### config.mk
export PLATFORM = sky130hd
export DESIGN_NAME = ebsgs_div
export DESIGN_NICKNAME = d
export VERILOG_FILES = /design/src/hw/rtl/ebsgs_pkg.sv /design/src/hw/rtl/ebsgs_div.sv
export SDC_FILE = /design/constraint.sdc
export NUM_CORES = 1
export LEC_CHECK = 0
export BUFFER_PORTS_ARGS = -buffer_cell sky130_fd_sc_hd__buf_2
export CORE_ASPECT_RATIO = 1.4
export CORE_MARGIN = 1.5
export CORE_UTILIZATION = 50
export CTS_CLUSTER_DIAMETER = 100
export DETAILED_ROUTE_END_ITERATION = 12
export PLACE_DENSITY = 0.76
export SYNTH_ARGS = -nofsm -noshare
export SYNTH_HDL_FRONTEND = slang
export SYNTH_SLANG_ARGS = --single-unit
### constraint.sdc
create_clock -name i_clk -period 4.4 [get_ports i_clk]
set_input_delay 1.32 -clock i_clk [delete_from_list [all_inputs] [get_ports i_clk]]
set_output_delay 1.32 -clock i_clk [all_outputs]
set_load 0.03 [all_outputs]
### src/hw/rtl/ebsgs_pkg.sv
// ---------------------------------------------------------------------------
// ebsgs_pkg
// Shared types and constants of the extended baby-step giant-step solver.
// ---------------------------------------------------------------------------
package ebsgs_pkg;

    localparam int IN_W    = 32;
    localparam int LOG_W   = 33;
    localparam int EPOCH_W = 8;

    // multiplicative hash: slot = bits above HASH_SHIFT of key * golden ratio
    localparam int          HASH_SHIFT  = 20;
    localparam int          HASH_SPLIT  = 21;
    localparam int          HASH_PW     = 2 * HASH_SPLIT;
    localparam logic [63:0] HASH_GOLDEN = 64'h9E3779B97F4A7C15;
    localparam logic [HASH_SPLIT-1:0] HASH_C_LO = HASH_GOLDEN[HASH_SPLIT-1:0];
    localparam logic [HASH_SPLIT-1:0] HASH_C_HI = HASH_GOLDEN[HASH_PW-1:HASH_SPLIT];

    typedef enum logic [5:0] {
        S_IDLE, S_NEWQ, S_NEWQ_W, S_RED_A, S_RED_B, S_GCD, S_GCD_R, S_GCHK_R,
        S_DIV_M_R, S_DIV_B_R, S_DIV_A_R, S_FIX_R, S_RED_A2_R, S_SQ_ALIGN,
        S_SQ_STEP, S_SQ_FIX, S_BABY_PUT, S_BABY_W, S_BABY_R, S_POW, S_POW_R1,
        S_POW_R2, S_GP_R, S_GIANT_GET, S_GIANT_W, S_GIANT_R, S_X_SUB, S_DONE,
        S_MUL, S_DIV, S_DIV_W
    } t_state;

    typedef enum logic [2:0] {
        SS_CLR, SS_IDLE, SS_H1, SS_H2, SS_H3, SS_RD, SS_CHK
    } t_st_state;

    typedef enum logic [1:0] {
        SOP_NEWQ, SOP_PUT, SOP_GET
    } t_store_op;

    typedef struct packed {
        logic      start;
        t_store_op op;
    } t_store_ctl;

    typedef struct packed {
        logic ready;
        logic done;
        logic hit;
    } t_store_sts;

endpackage

### src/hw/rtl/ebsgs_div.sv
// ---------------------------------------------------------------------------
// ebsgs_div
// Restoring divider, one quotient bit per cycle, quotient and remainder held.
// ---------------------------------------------------------------------------
module ebsgs_div import ebsgs_pkg::*; #(
    parameter int VW = 32
) (
    input  logic            i_clk,
    input  logic            i_rst_n,
    input  logic            i_start,
    input  logic [2*VW-1:0] i_dividend,
    input  logic [VW-1:0]   i_divisor,
    output logic            o_done,
    output logic [2*VW-1:0] o_quot,
    output logic [VW-1:0]   o_rem
);
    localparam int DW = 2 * VW;
    localparam int CW = $clog2(DW + 1);

    logic          r_busy, r_done;
    logic [CW-1:0] r_cnt;
    logic [DW-1:0] r_q;
    logic [VW-1:0] r_rem, r_d;
    logic [VW:0]   trial, diff;
    logic          ge;

    assign trial = {r_rem, r_q[DW-1]};
    assign ge    = trial >= {1'b0, r_d};
    assign diff  = trial - {1'b0, r_d};

    always_ff @(posedge i_clk) begin
        if (!i_rst_n) begin
            r_busy <= 1'b0;
            r_done <= 1'b0;
            r_cnt  <= '0;
        end else begin
            r_done <= 1'b0;
            if (i_start) begin
                r_busy <= 1'b1;
                r_cnt  <= CW'(DW);
            end else if (r_busy) begin
                r_cnt <= r_cnt - CW'(1);
                if (r_cnt == CW'(1)) begin
                    r_busy <= 1'b0;
                    r_done <= 1'b1;
                end
            end
        end
    end

    always_ff @(posedge i_clk) begin
        if (i_start) begin
            r_q   <= i_dividend;
            r_rem <= '0;
            r_d   <= i_divisor;
        end else if (r_busy) begin
            r_rem <= ge ? diff[VW-1:0] : trial[VW-1:0];
            r_q   <= {r_q[DW-2:0], ge};
        end
    end

    assign o_done = r_done;
    assign o_quot = r_q;
    assign o_rem  = r_rem;
endmodule

Word-level counts from Yosys, hierarchy flattened
Index checks and enable logic that the tools add are counted.

Register bits after elaboration: 137. Memories kept: 0. Memory bits (read-only): 0. Memory bits (writable): 0. Output and inout bits: 97. Bits in latches: 0.

Reductions and logical operators: 3. Multiplexer cells: 9. $mul: 0. Eq/ne operators: 1. Magnitude comparators: 1. Divide/modulo/power cells: 0. Shifts and indexed selects: 0. Add/subtract/negate cells: 2. Bitwise logic cells: 2.

Operators by type and width (number): two-way mux 64 bit (2); >= comparator 33 x 32 -> 1 bit (1); two-way mux 32 bit (1); subtractor 32 bit (1); two-way mux 7 bit (2); equality test 7 x 1 -> 1 bit (second input constant) (1); subtractor 7 x 1 -> 7 bit (second input constant) (1); two-way mux 1 bit (4); OR reduction 3 bit (1); NOT 1 bit (2); nonzero test 2 bit (1); OR reduction 2 bit (1).

Depth between registers and ports, before layout
Depth in word-level cells: 4. Mapped depth: 13. Mapped depth without buffers: 11.

Least setup slack after synthesis
Ideal clock, no wire load.

Path type: input -> register. Start point: in i_start. End point: reg r_q[0], in the netlist o_quot[0], enable pin. Arrival time: 3.045 ns. Setup slack: 0.932 ns. Required time: 3.976 ns. Setup time: 0.424 ns. Stages: 3. Path through: clkbuf_1 -> inv_1 -> nand2_1.

Longest elaborated chain between the ends: 1.

RTL lines: from (decl) (line ebsgs_div.sv:10) `input logic i_start,`; nonzero test 2 bit (no line); to (signal assigned) (line ebsgs_div.sv:53) `r_q <= i_dividend;`; to (signal assigned) (line ebsgs_div.sv:58) `r_q <= {r_q[DW-2:0], ge};`; to (decl) (line ebsgs_div.sv:22) `logic [DW-1:0] r_q;`.

No other way between the ends. A chain may end at the register's enable or synchronous reset.

Worst setup path in the final report
Start point: reg r_q[63], in the netlist o_quot[63]. End point: reg r_rem[28], in the netlist o_rem[28].

Longest elaborated chain between the ends: 2.

RTL lines: subtractor 32 bit or >= comparator 33 x 32 -> 1 bit (tied branches) (line ebsgs_div.sv:29, ebsgs_div.sv:28); two-way mux 32 bit * (line ebsgs_div.sv:57) `r_rem <= ge ? diff[VW-1:0] : trial[VW-1:0];`; to (signal assigned) (line ebsgs_div.sv:57); to (decl) (line ebsgs_div.sv:23) `logic [VW-1:0] r_rem, r_d;`.

Mark *: on every way between the ends. The rest lies on a longest branch, timed or not.

==> impl_metrics.tcl <==
set metrics [dict create \
    tritoncts "done" \
    holdBufCountCts 0 \
    timing.clock.skew_ns 0.0101 \
    drc_errors 0 \
    worst_r2r_path_depth 11 \
    grt_start_max_net_pins 68 \
    die-height_um 149 \
    numClockSinks 137 \
    grt_pass1_vias 6087 \
    synth_edf_count 96 \
    global_route_total_overflow 0 \
    power_spent_charging_and_discharging_nets_uw 1340 \
    numCtsBuffers 17 \
    final_cell_count_no_fill 1092 \
    timing.final.hold_violations 0 \
    clkSlewWorstSetupHoldPaths_ns 0.06 \
    holdPathStages 2 \
    power_density_nw_per_um2 430 \
    routed_via_density 5.64 \
    cellInternalPower_uw 2650 \
    start_util 0.510 \
    run_status "finished clean" \
    synth.largest_area_cell "sky130_fd_sc_hd__edfxtp_1" \
    critPathCaptureType "flop" \
    netlist_area_um2 7600 \
    portBuffers 195 \
    design.final.nets 1021 \
    flow.area_growth_from_synthesis_pct 22.2 \
    postSynth.asyncResetShare 0 \
    power.static_leakage_uw 0.00393 \
    routed_vias 6164 \
    power.clock.fraction 0.339 \
    routed_wirelength_mm 18.7 \
    min_period_over_period 0.672 \
    timing_worst_setup_path_type "reg2reg" \
    floorplan_die_area_um2 16000 \
    post_route_cells_drive_above_1_share 0.354 \
    synth-seq-cells 137 \
    post_synth.cell_area_avg_um2 10.9 \
    finalWeightedCongestion 0.927 \
    worst-slew-pin-transition_ns 0.807 \
    sequentialPowerShare 0.403 \
    power.ir.vdd_worst_mv 0.268 \
    yosys_warnings 0 \
    synth_seq_area_share 0.487 \
    netlist_instances 699 \
    core_area_um2 14900 \
    max-clock-path-buffers 2 \
    worst-endpoint-arrival_ns 3.23 \
    drt_iter0_markers 308 \
    timing.final.setup_violations 0 \
    yosysMostFrequentCell "sky130_fd_sc_hd__edfxtp_1" \
    insertedDiodeCount 0 \
    post_cts_resized 0 \
    synth_top_cell_area_share 0.379 \
    maxCapViolCount 0 \
    slew_violations 0 \
    cts.root.buffer_cell "sky130_fd_sc_hd__clkbuf_16" \
    dp_hpwl_mm 13.7 \
    pre_repair_dr_iteration_count 5 \
    yosys_most_used_dff "sky130_fd_sc_hd__edfxtp_1" \
    syn_nets 833 \
    buffers_inserted_during_post_cts_setup_optimization 0 \
    cp_startpoint_kind "flop" \
    ant_nets 0 \
    sw_frac_of_total 0.337 \
    clock_tree.htree_level_count 4 \
    avgRoutedWirePerCell_um 17.1 \
    worst_skew_pair.late_latency_ns 0.42 \
    antenna_found_initial 0 \
    p_comb_frac 0.259 \
    final_total_negative_setup_slack_ns 0 \
    dp_cells 1060 \
    total_number_of_placement_rows 53 \
    die-width_um 107 \
    finalWorstPathRequiredPeriod_ns 2.96 \
    maxSlewHeadroom 0.462 \
    netlist_top_cells_count "sky130_fd_sc_hd__edfxtp_1, sky130_fd_sc_hd__mux2_2, sky130_fd_sc_hd__nand2_1" \
    worst-endpoint-required_ns 4.67 \
    num_io_pins 196 \
    grt_pass1_wl_mm 29.5 \
    synth_top_cells_by_area "sky130_fd_sc_hd__edfxtp_1, sky130_fd_sc_hd__dfxtp_1, sky130_fd_sc_hd__mux2_2" \
    max_fo_critical_path 5 \
    grt_util_overall 0.239 \
    worst_hold_path_type "reg2reg" \
    achievable-frequency_ghz 0.338 \
    setup_repair_after_global_routing_missed_its_margin "no" \
    post_synth_num_cell_types 71 \
]
logic make-up after synthesis:
family                   count (synthesis)  share of synthesized area
multiplexers                            71                      0.104
AND/OR/NAND/NOR                        206                      0.129
adder cells (fa/ha/maj)                 35                     0.0586
XOR/XNOR                                23                     0.0265
flip-flops                             137                      0.487
AO/OA/AOI/OAI                          152                      0.154
buffers and inverters                   75                     0.0405
path summary, 6_finish.rpt:
path | startpoint | end | slack [ns]
max | o_quot[63] | o_rem[28] | 1.44
min | r_cnt[1] | r_cnt[1] | 0.50
max reg2reg | o_quot[63] | o_rem[28] | 1.44
min reg2reg | r_cnt[1] | r_cnt[1] | 0.50
power groups by stage:
stage,clock [µW],combinational (µW),sequential [µW]
6_report,1350,1030,1610
5_1_grt,1420,1130,1620
4_1_cts,1370,1030,1610
3_5_place_dp,0,1030,1630
3_3_place_gp,0,1010,1630
2_1_floorplan,0,579,1800
flip-flops by register name, indices dropped and copies added (netlist names):
register,cells
o_rem,32
o_quot,64
o_done,1
r_busy,1
r_d,32
r_cnt,7
cells in the final DEF (no fill, tap or decap), types with 18 or more instances in the layout:
| cell type | Yosys | layout |
|---|---|---|
| sky130_fd_sc_hd__inv_1 | 45 | 45 |
| sky130_fd_sc_hd__dfxtp_1 | 41 | 40 |
| sky130_fd_sc_hd__ha_1 | 34 | 34 |
| sky130_fd_sc_hd__mux2_2 | 65 | 65 |
| sky130_fd_sc_hd__buf_2 | 6 | 194 |
| sky130_fd_sc_hd__edfxtp_1 | 96 | 96 |
| sky130_fd_sc_hd__a311oi_1 | 22 | 22 |
| sky130_fd_sc_hd__nor2_1 | 62 | 62 |
| sky130_fd_sc_hd__nand3_1 | 18 | 18 |
| sky130_fd_sc_hd__nand2_1 | 64 | 63 |
| sky130_fd_sc_hd__a21oi_1 | 35 | 35 |
| sky130_fd_sc_hd__xnor2_1 | 18 | 18 |
cell type report:
type,instances,area (µm²)
clock inverters,15,136
repair buffers,199,1020
well taps,192,240
flip-flops and latches,137,3700
multi-input cells,487,3590
fillers,1273,5630
clock buffers,17,425
inverters,45,169
metrics by stage:
stage	hold WS [ns]	util	area, µm²	total power [µW]	worst slack (ns)
after floorplan	0.469	-	7600	2380	0.932
after global placement	0.481	0.585	8730	2650	1.54
after detailed placement	0.494	0.585	8730	2660	1.48
after CTS	0.500	0.623	9290	4020	1.46
after global routing	0.537	0.623	9290	4170	1.24
final	0.498	0.623	9290	3990	1.44
worst max-delay path: stages (launching register included):
cell and delay, ns:
sky130_fd_sc_hd__edfxtp_1 0.36, sky130_fd_sc_hd__inv_1 0.05, sky130_fd_sc_hd__ha_1 0.21, sky130_fd_sc_hd__fa_1 0.40, sky130_fd_sc_hd__nor2b_1 0.16, sky130_fd_sc_hd__o31a_1 0.24, sky130_fd_sc_hd__o311ai_4 0.13, sky130_fd_sc_hd__and3_1 0.24
sky130_fd_sc_hd__o31ai_4 0.36, sky130_fd_sc_hd__a21oi_1 0.13, sky130_fd_sc_hd__o41ai_1 0.39, sky130_fd_sc_hd__a311oi_1 0.13
metal layers:
| metal | up-vias | wire length, µm | track usage |
|---|---|---|---|
| li1 | 2974 | - | - |
| met1 | 2909 | 7000 | 0.262 |
| met2 | 242 | 9570 | 0.418 |
| met3 | 39 | 1500 | 0.0730 |
| met4 | 0 | 611 | 0.111 |
| met5 | - | 0 | 0 |
(Power assumes the default switching activity.)
